`src/jdc_pkg.sv`:
```
// ----------------------------------------------------------------------------
// jdc_pkg: shared types and constants for the day number to date converter
// Constant divisors are applied as reciprocal multiplies followed by a single
// compare-and-subtract correction step.
// ----------------------------------------------------------------------------
package jdc_pkg;

  // Field widths
  localparam int JD_W    = 23;  // day number in
  localparam int A_W     = 26;  // quarter-day scaled day count
  localparam int YEAR_W  = 16;
  localparam int MONTH_W = 4;
  localparam int DAY_W   = 5;
  localparam int NUM_W   = 12;  // 10*d0+5, at most 3655

  // Stream data widths, padded to whole bytes
  localparam int IN_TDATA_W  = 24;
  localparam int OUT_TDATA_W = 32;

  // Gregorian switch-over and correction
  localparam logic [JD_W-1:0] GREG_START = 23'd2299161;
  localparam logic [A_W-1:0]  GREG_OFS   = 26'd17918;
  localparam logic [26:0]     GREG_DIV   = 27'd146097;
  localparam logic [8:0]      GREG_RCP   = 9'd459;      // floor(2^26/146097)
  localparam logic [8:0]      GREG_BIAS  = 9'd37;
  localparam int              RCP_SHIFT  = 26;

  // Year split, scaled by 4 (1461 quarter days to a year)
  localparam logic [A_W-1:0]  MAR_OFS    = 26'd1224;    // 1461 - 237
  localparam logic [A_W-1:0]  YEAR_DIV   = 26'd1461;
  localparam logic [15:0]     YEAR_RCP   = 16'd45933;   // floor(2^26/1461)
  localparam logic signed [YEAR_W-1:0] EPOCH_YEAR = 16'sd4712;

  // Month split, scaled by 10 (306 tenths per 30.6 day month)
  localparam logic [NUM_W-1:0] MON_DIV   = 12'd306;
  localparam logic [7:0]       MON_RCP   = 8'd214;      // floor(2^16/306)
  localparam int               MON_SHIFT = 16;
  localparam logic [8:0]       DAY_RCP   = 9'd409;      // floor(2^12/10)
  localparam int               DAY_SHIFT = 12;

  // Request passed from the year stage to the month/day stage
  typedef struct packed {
    logic signed [YEAR_W-1:0] year;
    logic [NUM_W-1:0]         num;
    logic [3:0]               t_est;
  } year_item_t;

endpackage

```
`src/julian_day_to_calendar_date.sv`:
```
// ----------------------------------------------------------------------------
// julian_day_to_calendar_date: Julian Day Number to calendar date
// Nine-stage pipeline converting a day number to year, month and day.
// ----------------------------------------------------------------------------
// Usage:
//   Input stream s_axis_*: one request per day number, tdata[22:0] holds it.
//   Output stream m_axis_*: one result per request, in order:
//     tdata[15:0] year (two's complement, 1 BC is -1), [19:16] month,
//     [24:20] day of month, upper bits zero.
//   Day numbers from 2299161 on follow the Gregorian calendar, earlier ones
//   the Julian calendar.
// Throughput: one request per cycle while m_axis_tready is high, set by the
//   nine register stages; each stage holds at most one reciprocal multiply
//   and one correction compare.
// Reset: rst (synchronous, active high) drops all stage valid bits; the
//   pipeline comes up empty and s_axis_tready is high.
// Stall: each stage has its own ready, so bubbles close up while
//   m_axis_tready is low; once all nine stages are full s_axis_tready drops.
//   Held results stay on m_axis_tdata until taken. No state between requests.
// ----------------------------------------------------------------------------
module julian_day_to_calendar_date (
  input  logic                               clk,
  input  logic                               rst,
  input  logic                               s_axis_tvalid,
  output logic                               s_axis_tready,
  input  logic [jdc_pkg::IN_TDATA_W-1:0]     s_axis_tdata,  // [22:0] julian_day
  output logic                               m_axis_tvalid,
  input  logic                               m_axis_tready,
  output logic [jdc_pkg::OUT_TDATA_W-1:0]    m_axis_tdata   // year, month, day
);

  logic                          g_valid, g_ready;
  logic [jdc_pkg::A_W-1:0]       g_a;
  logic                          y_valid, y_ready;
  jdc_pkg::year_item_t           y_item;
  logic [jdc_pkg::YEAR_W-1:0]    year;
  logic [jdc_pkg::MONTH_W-1:0]   month;
  logic [jdc_pkg::DAY_W-1:0]     day;

  // Gregorian correction and March shift
  jdc_greg u_greg (
    .clk        (clk),
    .rst        (rst),
    .in_valid   (s_axis_tvalid),
    .in_ready   (s_axis_tready),
    .julian_day (s_axis_tdata[jdc_pkg::JD_W-1:0]),
    .out_valid  (g_valid),
    .out_ready  (g_ready),
    .a_out      (g_a)
  );

  // Year split
  jdc_year u_year (
    .clk       (clk),
    .rst       (rst),
    .in_valid  (g_valid),
    .in_ready  (g_ready),
    .a_in      (g_a),
    .out_valid (y_valid),
    .out_ready (y_ready),
    .item_out  (y_item)
  );

  // Month and day split, output register
  jdc_mdy u_mdy (
    .clk       (clk),
    .rst       (rst),
    .in_valid  (y_valid),
    .in_ready  (y_ready),
    .item_in   (y_item),
    .out_valid (m_axis_tvalid),
    .out_ready (m_axis_tready),
    .year      (year),
    .month     (month),
    .day       (day)
  );

  // Pack result, lowest field first
  assign m_axis_tdata = {7'd0, day, month, year};

  // Results always carry a month of 1 to 12, a nonzero day and no year zero
  a_month_range: assert property (@(posedge clk) disable iff (rst)
    m_axis_tvalid |-> (m_axis_tdata[19:16] >= 4'd1 && m_axis_tdata[19:16] <= 4'd12))
    else $error("month out of range");

  a_day_range: assert property (@(posedge clk) disable iff (rst)
    m_axis_tvalid |-> (m_axis_tdata[24:20] >= 5'd1))
    else $error("day of month is zero");

  a_no_year_zero: assert property (@(posedge clk) disable iff (rst)
    m_axis_tvalid |-> (m_axis_tdata[15:0] != 16'd0))
    else $error("year zero produced");

  // An empty output stage means no stage can be blocking the input
  a_ready_when_drained: assert property (@(posedge clk) disable iff (rst)
    !m_axis_tvalid |-> s_axis_tready)
    else $error("input stalled with empty output stage");

endmodule

```
`src/jdc_greg.sv`:
```
// ----------------------------------------------------------------------------
// jdc_greg: Gregorian correction front end
// Three stages: estimate the 400-year cycle count, correct it, then form the
// corrected day number scaled by four and offset to a March-based year.
// ----------------------------------------------------------------------------
module jdc_greg (
  input  logic                         clk,
  input  logic                         rst,
  input  logic                         in_valid,
  output logic                         in_ready,
  input  logic [jdc_pkg::JD_W-1:0]     julian_day,
  output logic                         out_valid,
  input  logic                         out_ready,
  output logic [jdc_pkg::A_W-1:0]      a_out
);

  logic v1, v2, v3;
  logic rdy1, rdy2, rdy3;

  logic [jdc_pkg::JD_W-1:0] j1, j2;
  logic                     greg1, greg2;
  logic [jdc_pkg::A_W-1:0]  b1;
  logic [8:0]               qe1, q2;
  logic [jdc_pkg::A_W-1:0]  a3;

  // Stage ready chain, bubbles collapse
  assign rdy3      = !v3 || out_ready;
  assign rdy2      = !v2 || rdy3;
  assign rdy1      = !v1 || rdy2;
  assign in_ready  = rdy1;
  assign out_valid = v3;
  assign a_out     = a3;

  always_ff @(posedge clk) begin
    if (rst) begin
      v1 <= 1'b0;
      v2 <= 1'b0;
      v3 <= 1'b0;
    end else begin
      if (rdy1) v1 <= in_valid;
      if (rdy2) v2 <= v1;
      if (rdy3) v3 <= v2;
    end
  end

  // Stage 1: cycle count estimate, may be one low
  logic [jdc_pkg::A_W-1:0] b_in;
  logic [34:0]             prod1;
  assign b_in  = {julian_day, 2'b00} - jdc_pkg::GREG_OFS;
  assign prod1 = 35'(b_in) * 35'(jdc_pkg::GREG_RCP);

  always_ff @(posedge clk) begin
    if (rdy1 && in_valid) begin
      j1    <= julian_day;
      greg1 <= julian_day >= jdc_pkg::GREG_START;
      b1    <= b_in;
      qe1   <= prod1[34:jdc_pkg::RCP_SHIFT];
    end
  end

  // Stage 2: remainder check fixes the estimate
  logic [26:0] prodq, rem2;
  logic [8:0]  q_next;
  assign prodq  = 27'(qe1) * jdc_pkg::GREG_DIV;
  assign rem2   = {1'b0, b1} - prodq;
  assign q_next = (rem2 >= jdc_pkg::GREG_DIV) ? qe1 + 9'd1 : qe1;

  always_ff @(posedge clk) begin
    if (rdy2 && v1) begin
      j2    <= j1;
      greg2 <= greg1;
      q2    <= q_next;
    end
  end

  // Stage 3: apply correction, scale by four, shift to March
  logic [10:0]             c3;
  logic [8:0]              corr;
  logic [jdc_pkg::JD_W:0]  jp;
  logic [jdc_pkg::A_W-1:0] a_next;
  assign c3     = 11'(q2) * 11'd3 + 11'd2;
  assign corr   = 9'(c3 >> 2) - jdc_pkg::GREG_BIAS;
  assign jp     = {1'b0, j2} + (greg2 ? 24'(corr) : 24'd0);
  assign a_next = {jp, 2'b00} + jdc_pkg::MAR_OFS;

  always_ff @(posedge clk) begin
    if (rdy3 && v2) begin
      a3 <= a_next;
    end
  end

endmodule

```
`src/jdc_year.sv`:
```
// ----------------------------------------------------------------------------
// jdc_year: year split
// Three stages: divide the scaled day count by 1461 by reciprocal, correct the
// quotient, then form the signed year, the month numerator and its estimate.
// ----------------------------------------------------------------------------
module jdc_year (
  input  logic                        clk,
  input  logic                        rst,
  input  logic                        in_valid,
  output logic                        in_ready,
  input  logic [jdc_pkg::A_W-1:0]     a_in,
  output logic                        out_valid,
  input  logic                        out_ready,
  output jdc_pkg::year_item_t         item_out
);

  logic v1, v2, v3;
  logic rdy1, rdy2, rdy3;

  logic [jdc_pkg::A_W-1:0] a1;
  logic [15:0]             qe1;
  logic [14:0]             qa2;
  logic [10:0]             r2;
  jdc_pkg::year_item_t     item3;

  assign rdy3      = !v3 || out_ready;
  assign rdy2      = !v2 || rdy3;
  assign rdy1      = !v1 || rdy2;
  assign in_ready  = rdy1;
  assign out_valid = v3;
  assign item_out  = item3;

  always_ff @(posedge clk) begin
    if (rst) begin
      v1 <= 1'b0;
      v2 <= 1'b0;
      v3 <= 1'b0;
    end else begin
      if (rdy1) v1 <= in_valid;
      if (rdy2) v2 <= v1;
      if (rdy3) v3 <= v2;
    end
  end

  // Stage 1: quotient estimate, at most one low
  logic [41:0] prod1;
  assign prod1 = 42'(a_in) * 42'(jdc_pkg::YEAR_RCP);

  always_ff @(posedge clk) begin
    if (rdy1 && in_valid) begin
      a1  <= a_in;
      qe1 <= prod1[41:jdc_pkg::RCP_SHIFT];
    end
  end

  // Stage 2: correct quotient, keep remainder (day of March year, x4)
  logic [jdc_pkg::A_W-1:0] r_est;
  logic                    bump;
  assign r_est = a1 - 26'(qe1) * jdc_pkg::YEAR_DIV;
  assign bump  = r_est >= jdc_pkg::YEAR_DIV;

  always_ff @(posedge clk) begin
    if (rdy2 && v1) begin
      qa2 <= bump ? 15'(qe1 + 16'd1) : qe1[14:0];
      r2  <= bump ? 11'(r_est - jdc_pkg::YEAR_DIV) : r_est[10:0];
    end
  end

  // Stage 3: signed year with no year zero, month numerator and estimate
  logic [14:0]                      yq;
  logic signed [jdc_pkg::YEAR_W-1:0] y_raw;
  logic [8:0]                       d0;
  logic [jdc_pkg::NUM_W-1:0]        num;
  logic [19:0]                      prod3;
  jdc_pkg::year_item_t              item_next;

  assign yq    = (r2 >= 11'(jdc_pkg::MAR_OFS)) ? qa2 : qa2 - 15'd1;
  assign y_raw = signed'({1'b0, yq}) - jdc_pkg::EPOCH_YEAR;
  assign d0    = r2[10:2];
  assign num   = 12'(d0) * 12'd10 + 12'd5;
  assign prod3 = 20'(num) * 20'(jdc_pkg::MON_RCP);

  always_comb begin
    item_next.year  = (y_raw <= 16'sd0) ? y_raw - 16'sd1 : y_raw;
    item_next.num   = num;
    item_next.t_est = prod3[19:jdc_pkg::MON_SHIFT];
  end

  always_ff @(posedge clk) begin
    if (rdy3 && v2) begin
      item3 <= item_next;
    end
  end

endmodule

```
`src/jdc_mdy.sv`:
```
// ----------------------------------------------------------------------------
// jdc_mdy: month and day split
// Three stages: correct the month quotient, map it to a calendar month and
// estimate the day, then correct the day and register the result.
// ----------------------------------------------------------------------------
module jdc_mdy (
  input  logic                           clk,
  input  logic                           rst,
  input  logic                           in_valid,
  output logic                           in_ready,
  input  jdc_pkg::year_item_t            item_in,
  output logic                           out_valid,
  input  logic                           out_ready,
  output logic [jdc_pkg::YEAR_W-1:0]     year,
  output logic [jdc_pkg::MONTH_W-1:0]    month,
  output logic [jdc_pkg::DAY_W-1:0]      day
);

  logic v1, v2, v3;
  logic rdy1, rdy2, rdy3;

  logic [jdc_pkg::YEAR_W-1:0]  y1, y2, y3;
  logic [3:0]                  t1;
  logic [8:0]                  rem1, rem2;
  logic [jdc_pkg::MONTH_W-1:0] m2, m3;
  logic [5:0]                  de2;
  logic [jdc_pkg::DAY_W-1:0]   d3;

  assign rdy3      = !v3 || out_ready;
  assign rdy2      = !v2 || rdy3;
  assign rdy1      = !v1 || rdy2;
  assign in_ready  = rdy1;
  assign out_valid = v3;
  assign year      = y3;
  assign month     = m3;
  assign day       = d3;

  always_ff @(posedge clk) begin
    if (rst) begin
      v1 <= 1'b0;
      v2 <= 1'b0;
      v3 <= 1'b0;
    end else begin
      if (rdy1) v1 <= in_valid;
      if (rdy2) v2 <= v1;
      if (rdy3) v3 <= v2;
    end
  end

  // Stage 1: month quotient correction
  logic [jdc_pkg::NUM_W-1:0] rem_est;
  logic                      bump;
  assign rem_est = item_in.num - 12'(item_in.t_est) * jdc_pkg::MON_DIV;
  assign bump    = rem_est >= jdc_pkg::MON_DIV;

  always_ff @(posedge clk) begin
    if (rdy1 && in_valid) begin
      y1   <= item_in.year;
      t1   <= bump ? item_in.t_est + 4'd1 : item_in.t_est;
      rem1 <= bump ? 9'(rem_est - jdc_pkg::MON_DIV) : rem_est[8:0];
    end
  end

  // Stage 2: March-based index to calendar month, day estimate
  logic [17:0] prod2;
  assign prod2 = 18'(rem1) * 18'(jdc_pkg::DAY_RCP);

  always_ff @(posedge clk) begin
    if (rdy2 && v1) begin
      y2   <= y1;
      m2   <= (t1 <= 4'd9) ? t1 + 4'd3 : t1 - 4'd9;
      rem2 <= rem1;
      de2  <= prod2[17:jdc_pkg::DAY_SHIFT];
    end
  end

  // Stage 3: day correction, result register
  logic [8:0] drem;
  assign drem = rem2 - 9'(de2) * 9'd10;

  always_ff @(posedge clk) begin
    if (rdy3 && v2) begin
      y3 <= y2;
      m3 <= m2;
      d3 <= 5'(de2) + ((drem >= 9'd10) ? 5'd2 : 5'd1);
    end
  end

endmodule

```
`config.mk`:
```
export PLATFORM = sky130hd
export DESIGN_NAME = julian_day_to_calendar_date
export DESIGN_NICKNAME = d
export VERILOG_FILES = /design/src/jdc_pkg.sv /design/src/julian_day_to_calendar_date.sv /design/src/jdc_greg.sv /design/src/jdc_year.sv /design/src/jdc_mdy.sv
export SDC_FILE = /design/constraint.sdc
export NUM_CORES = 2
export LEC_CHECK = 0
export BUFFER_PORTS_ARGS = -buffer_cell sky130_fd_sc_hd__buf_4
export CAP_MARGIN = 25
export CORE_MARGIN = 5
export CORE_UTILIZATION = 30
export DETAILED_ROUTE_END_ITERATION = 8
export GPL_TIMING_DRIVEN = 0
export HOLD_SLACK_MARGIN = 0.12
export SLEW_MARGIN = 10
export SYNTH_ARGS = -nofsm -noshare
export SYNTH_HDL_FRONTEND = slang
export SYNTH_SLANG_ARGS = --single-unit
```
`constraint.sdc`:
```
create_clock -name clk -period 7.7 [get_ports clk]
set_input_delay 0.385 -clock clk [delete_from_list [all_inputs] [get_ports clk]]
set_output_delay 0.385 -clock clk [all_outputs]
set_load 0.01 [all_outputs]
```
# Yosys cells after proc, flatten, opt, wreduce, memory -nomap -nowiden

Cells that the tools add are included.

Register bits: 316
Input bits: 28
Word-level logic and storage cells: 110

Add/sub/neg operators: 21
$mul: 10
Magnitude comparators: 8
Mux-type cells: 10
Reductions and logical operators: 27

Operator list:

| operator               | count |
|---|---|
| $mul 26x16->42 const B | 1 |
| $mul 26x9->35 const B  | 1 |
| $mux 15                | 2 |
| $ge 27x18->1 const B   | 1 |
| $mul 9x18->27 const B  | 1 |
| $mux 9                 | 3 |
| $sub 26x27->27         | 1 |
| $add 26x11->26 const B | 1 |
| $ge 26x11->1 const B   | 1 |
| $mul 16x11->26 const B | 1 |
| $sub 25x15->26 const B | 1 |
| $sub 26x26->26         | 1 |
| $add 23x24->24         | 1 |
| $ge 23x22->1 const B   | 1 |
| $mul 12x7->19 const B  | 1 |
| $mul 9x9->18 const B   | 1 |
| $le 16x1->1 const B    | 1 |
| $mux 16                | 1 |
| $sub 15x13->16 const B | 1 |
| $sub 16x2->16 const B  | 1 |
| $add 15x1->15 const B  | 1 |
| $sub 15x1->15 const B  | 1 |
| $add 12x3->12 const B  | 1 |
| $ge 12x9->1 const B    | 1 |
| other kinds (24)       | 49 |

# Depth between registers and ports, before layout

Depth in word-level cells: 11
Depth in mapped cells: 26
Depth with buffers taken out: 26

# By module

Synthesis repeated with hierarchy kept, for this count alone.

Cells, all modules: 3638
Area, all modules: 38089.0 sq um

By module, submodules not included:

| module                      | times used | cells an instance | area an instance (sq um) | sequential area each (sq um) |
|---|---|---|---|---|
| jdc_year                    | 1          | 1880              | 19082.1                  | 3032.9 |
| jdc_greg                    | 1          | 1284              | 13245.2                  | 3273.1 |
| jdc_mdy                     | 1          | 466               | 5705.5                   | 2702.6 |
| julian_day_to_calendar_date | 1          | 8                 | 56.3                     | 0.0 |

# Worst setup path after synthesis

OpenSTA, ideal clock, no wires.

Kind: reg-to-reg
Start: reg u_greg.a3, in the netlist u_greg.a_out[13]
End: reg u_year.qe1[15] (data pin)
Library setup time: 0.259 ns
Arrival time: 6.127 ns
Setup slack: 1.314 ns
Cell stages (with the launch flop): 22
Path buffers: 0
Cells stage by stage: edfxtp_1 ha_1 fa_1 fa_1 fa_1 inv_1 fa_1 inv_1 fa_1 ha_1 a21o_1 a21o_1 a21oi_1 o22ai_1 a2111oi_0 or4_1 a31oi_1 and4_1 a2111oi_0 o21bai_1 a21oi_1 xnor2_1

Cells in the longest elaborated chain, start to end: 1

RTL lines:

| item                       | RTL line       | source |
|---|---|---|
| from (decl)                | jdc_greg.sv:24 | `logic [jdc_pkg::A_W-1:0] a3;` |
| from (signal assigned)     | jdc_greg.sv:88 | `a3 <= a_next;` |
| $mul 26x16->42             | jdc_year.sv:47 | `assign prod1 = 42'(a_in) * 42'(jdc_pkg::YEAR_RCP);` |
| named net u_year.prod1[41] | jdc_year.sv:46 | `logic [41:0] prod1;` |
| to (signal assigned)       | jdc_year.sv:52 | `qe1 <= prod1[41:jdc_pkg::RCP_SHIFT];` |
| to (decl)                  | jdc_year.sv:21 | `logic [15:0] qe1;` |

The timed path passes the listed nets, and every way through them passes these cells.
A chain may end at the register's enable or synchronous reset.

# Worst setup path after layout

Start: in s_axis_tdata[9] (netlist bit)
End: reg u_greg.qe1[8] (data pin)

Cells in the longest elaborated chain, start to end: 2

RTL lines:

| item                            | RTL line                          | source |
|---|---|---|
| from (decl)                     | julian_day_to_calendar_date.sv:26 | `input logic [jdc_pkg::IN_TDATA_W-1:0] s_axis_tdata,` |
| $sub 25x15->26                  | jdc_greg.sv:49                    | `assign b_in = {julian_day, 2'b00} - jdc_pkg::GREG_OFS;` |
| named net u_greg.b_in (one bit) | jdc_greg.sv:47                    | `logic [jdc_pkg::A_W-1:0] b_in;` |
| $mul 26x9->35                   | jdc_greg.sv:50                    | `assign prod1 = 35'(b_in) * 35'(jdc_pkg::GREG_RCP);` |
| named net u_greg.prod1[34]      | jdc_greg.sv:48                    | `logic [34:0] prod1;` |
| to (signal assigned)            | jdc_greg.sv:57                    | `qe1 <= prod1[34:jdc_pkg::RCP_SHIFT];` |
| to (decl)                       | jdc_greg.sv:23                    | `logic [8:0] qe1, q2;` |

The timed path passes the listed nets, and every way through them passes these cells.

==> load_flow_metrics.sql <==
INSERT INTO impl_metrics (metric_group, metric, value, unit) VALUES
('timing', 'finalSetupViolations', '0', ''),
('clock_network', 'cts_htree_levels', '2', ''),
('yosys', 'synth_flop_cell', 'sky130_fd_sc_hd__edfxtp_1', ''),
('worst_setup_path', 'worst_r2r_path_depth', '22', ''),
('yosys', 'number_of_flops_mapped_to_enable_cells_by_yosys', '291', ''),
('grt', 'largest_net_degree_at_the_start_of_global_routing', '32', ''),
('timing', 'final_max_slew_violation_count', '0', ''),
('timing', 'finClkSkew', '17.9', 'ps'),
('worst_setup_path', 'critical_path_fanout_max', '8', ''),
('detailed_routing', 'dr.first_iter.drc_count', '1035', ''),
('yosys', 'synthCells', '3418', ''),
('grt', 'grt_pass1_vias', '24100', ''),
('yosys', 'yosys_warnings', '0', ''),
('detailed_routing', 'drt-total-wl', '73400', 'um'),
('yosys', 'netlist_top_cells_area', 'sky130_fd_sc_hd__edfxtp_1, sky130_fd_sc_hd__fa_1, sky130_fd_sc_hd__ha_1', ''),
('placed_design', 'dp.cells', '5097', ''),
('floorplanning', 'placeableCoreArea', '0.120', 'mm^2'),
('worst_setup_path', 'critical_path.endpoint_type', 'flip-flop', ''),
('timing', 'worst-slew-pin-transition', '1040', 'ps'),
('cells_and_area', 'layout.cells.most_common', 'sky130_fd_sc_hd__inv_1', ''),
('floorplanning', 'pin_count', '62', ''),
('grt', 'grtUsageTotal', '0.118', ''),
('clock_network', 'tritoncts', 'yes', ''),
('cells_and_area', 'final_cell_count_no_fill', '5176', ''),
('worst_hold_path', 'hold_path_class', 'input port to flip-flop', ''),
('detailed_routing', 'drtAntennaViolNets', '0', ''),
('timing', 'totalNegativeSetupSlack', '0', 'ps'),
('grt', 'grt_remaining_overflow', '0', ''),
('detailed_routing', 'firstDrtPassIters', '5', ''),
('worst_setup_path', 'timing.critical_path.arrival', '7520', 'ps'),
('worst_setup_path', 'rrSetupSlack', '590', 'ps'),
('cells_and_area', 'final-seq-area', '0.00892', 'mm^2'),
('clock_network', 'number_of_setup_buffers_added_after_cts', '0', ''),
('run_status', 'outcome', 'completed', ''),
('grt', 'antenna_found_initial', '0', ''),
('timing', 'finalWorstSetupSlack', '483', 'ps'),
('cells_and_area', 'layout.filler_cells', '12200', ''),
('run', 'cap_violations', '0', ''),
('detailed_routing', 'route.vias.total', '23200', ''),
('grt', 'grt_pass1_wl', '123000', 'um'),
('worst_setup_path', 'timing.setup.critical_path_class', 'input port to flip-flop', ''),
('floorplanning', 'fp.dieArea', '0.128', 'mm^2'),
('cells_and_area', 'drive_above_1_share', '0.0497', ''),
('floorplanning', 'die_width', '358', 'um'),
('yosys', 'synth.cell_area', '0.0364', 'mm^2'),
('cells_and_area', 'layout.nets', '4607', ''),
('floorplanning', 'chip_height', '358', 'um'),
('placed_design', 'port-buffer-count', '52', ''),
('timing', 'max_clock_freq', '139', 'MHz'),
('timing', 'fin_crit_sh', '0.937', ''),
('detailed_routing', 'route.detailed.drc', '0', ''),
('timing', 'timing.slew.headroom', '0.305', ''),
('worst_hold_path', 'timing.hold.worst_path_depth', '1', ''),
('clock_network', 'clock_insertion_delay_worst_skew', '540', 'ps'),
('yosys', 'synthesis.area_per_instance', '10.6', 'um^2'),
('cells_and_area', 'layout-area-overhead-vs-synth', '11.1', '%'),
('cells_and_area', 'antenna-diode-count', '0', ''),
('detailed_routing', 'route.detailed.vias_per_inst', '4.48', ''),
('clock_network', 'cts_root_buffer', 'sky130_fd_sc_hd__clkbuf_16', ''),
('detailed_routing', 'route.detailed.wl_per_inst', '14.2', 'um'),
('clock_network', 'cts.path.max_buffers', '3', ''),
('worst_setup_path', 'critPathRequiredTime', '8000', 'ps'),
('clock_network', 'cts_made_buffers', '35', ''),
('placed_design', 'post-place-ws', '-59.1', 'ps'),
('placed_design', 'detailed_place_hpwl', '63100', 'um'),
('worst_hold_path', 'min_from', 's_axis_tdata[6]', ''),
('floorplanning', 'num_rows', '127', ''),
('floorplanning', 'initial_utilization', '0.303', ''),
('placed_design', 'place.gp.congestion', '0.872', ''),
('yosys', 'synth_cell_type_count', '87', ''),
('cells_and_area', 'layout_common_cells', 'sky130_fd_sc_hd__inv_1, sky130_fd_sc_hd__ha_1, sky130_fd_sc_hd__fa_1', '');
[cells by family (layout without fill, tap and decap cells)]
group	Yosys count	in the layout	share of synthesized area
multiplexers	20	20	0.00592
flip-flops	300	300	0.245
AND/OR/NAND/NOR	531	531	0.0753
other	1	7	0.000103
buffers and inverters	811	951	0.0852
adder cells (fa/ha/maj)	1039	1039	0.443
AO/OA/AOI/OAI	444	444	0.0795
XOR/XNOR	272	272	0.0655
[synth_stat cells, types with 27 or more instances]
| cell | number |
|---|---|
| sky130_fd_sc_hd__edfxtp_1 | 291 |
| sky130_fd_sc_hd__xnor2_1 | 157 |
| sky130_fd_sc_hd__nand3_1 | 39 |
| sky130_fd_sc_hd__a21o_1 | 57 |
| sky130_fd_sc_hd__inv_1 | 774 |
| sky130_fd_sc_hd__o21ai_0 | 70 |
| sky130_fd_sc_hd__nor2_1 | 134 |
| sky130_fd_sc_hd__nor3_1 | 42 |
| sky130_fd_sc_hd__o21bai_1 | 27 |
| sky130_fd_sc_hd__xor2_1 | 115 |
| sky130_fd_sc_hd__ha_1 | 625 |
| sky130_fd_sc_hd__a21oi_1 | 136 |
| sky130_fd_sc_hd__fa_1 | 414 |
| sky130_fd_sc_hd__nand2_1 | 114 |
[critical path, stage by stage]
cell and delay [ps]:
sky130_fd_sc_hd__dlygate4sd3_1 530, sky130_fd_sc_hd__buf_4 170, sky130_fd_sc_hd__a21oi_1 190, sky130_fd_sc_hd__nor3b_1 330, sky130_fd_sc_hd__nor2b_1 120, sky130_fd_sc_hd__nor2_1 180, sky130_fd_sc_hd__xor2_2 380, sky130_fd_sc_hd__inv_1 200
sky130_fd_sc_hd__fa_1 580, sky130_fd_sc_hd__inv_1 60, sky130_fd_sc_hd__fa_1 480, sky130_fd_sc_hd__fa_1 540, sky130_fd_sc_hd__fa_1 500, sky130_fd_sc_hd__ha_1 300, sky130_fd_sc_hd__nand3_1 90, sky130_fd_sc_hd__or3b_2 510
sky130_fd_sc_hd__nor2_1 190, sky130_fd_sc_hd__o311a_1 260, sky130_fd_sc_hd__o311ai_0 210, sky130_fd_sc_hd__a21boi_1 260, sky130_fd_sc_hd__o31a_1 230, sky130_fd_sc_hd__o211a_1 220, sky130_fd_sc_hd__o21ai_0 80, sky130_fd_sc_hd__nand2b_1 110
sky130_fd_sc_hd__a21oi_1 90, sky130_fd_sc_hd__xnor2_1 330
[metrics by stage]
step                cell area, um^2  hold slack (ps)  utilization
floorplan                     36400              400            -
global placement              38800              401        0.323
detailed placement            39100              405        0.325
CTS                           40400              130        0.336
global route                  40400              135        0.336
finish                        40400              169        0.336
[flip-flops by register name, indices dropped and copies added, names as in the netlist, 8 cells and up]
register         count
u_year.item_out     31
u_greg.a_out        24
u_year.a1           24
u_greg.j1           23
u_greg.j2           23
u_greg.b1           17
u_mdy.y1            16
u_mdy.y2            16
u_mdy.year          16
u_year.qe1          16
u_year.qa2          15
u_year.r2           11
u_greg.q2            9
u_greg.qe1           9
u_mdy.rem1           8
u_mdy.rem2           8
[layout make-up]
type	instances	share of cell area
well taps	1612	0.0499
inverters	774	0.0719
repair buffers	79	0.0191
plain buffers	37	0.00477
flip-flops and latches	300	0.221
clock buffers	42	0.0226
clock inverters	19	0.00468
multi-input cells	2313	0.606
[routing by layer]
metal	part of all wire	track usage	vias to the layer above	wire, um
li1	-	-	11600	-
met1	0.44	0.147	11200	32400
met2	0.51	0.217	276	37500
met3	0.028	0.0143	86	2090
met4	0.020	0.0248	0	1440
met5	0	0	-	0
[timing repair]
action	CTS	global route
hold buffers	18	0
endpoints found under the setup margin	1	4
hold endpoints to repair	18	0
pin swaps	0	0
resized for setup	1	7
[path summary, 6_finish.rpt]
check	end
min reg2reg	u_greg.j2[10]
max	u_greg.qe1[8]
min	u_greg.j1[6]
max reg2reg	u_year.qa2[1]
Power is left out: the tool's default activity adds up to more than one toggle a clock period on the data nets, which glitch-free logic cannot reach.
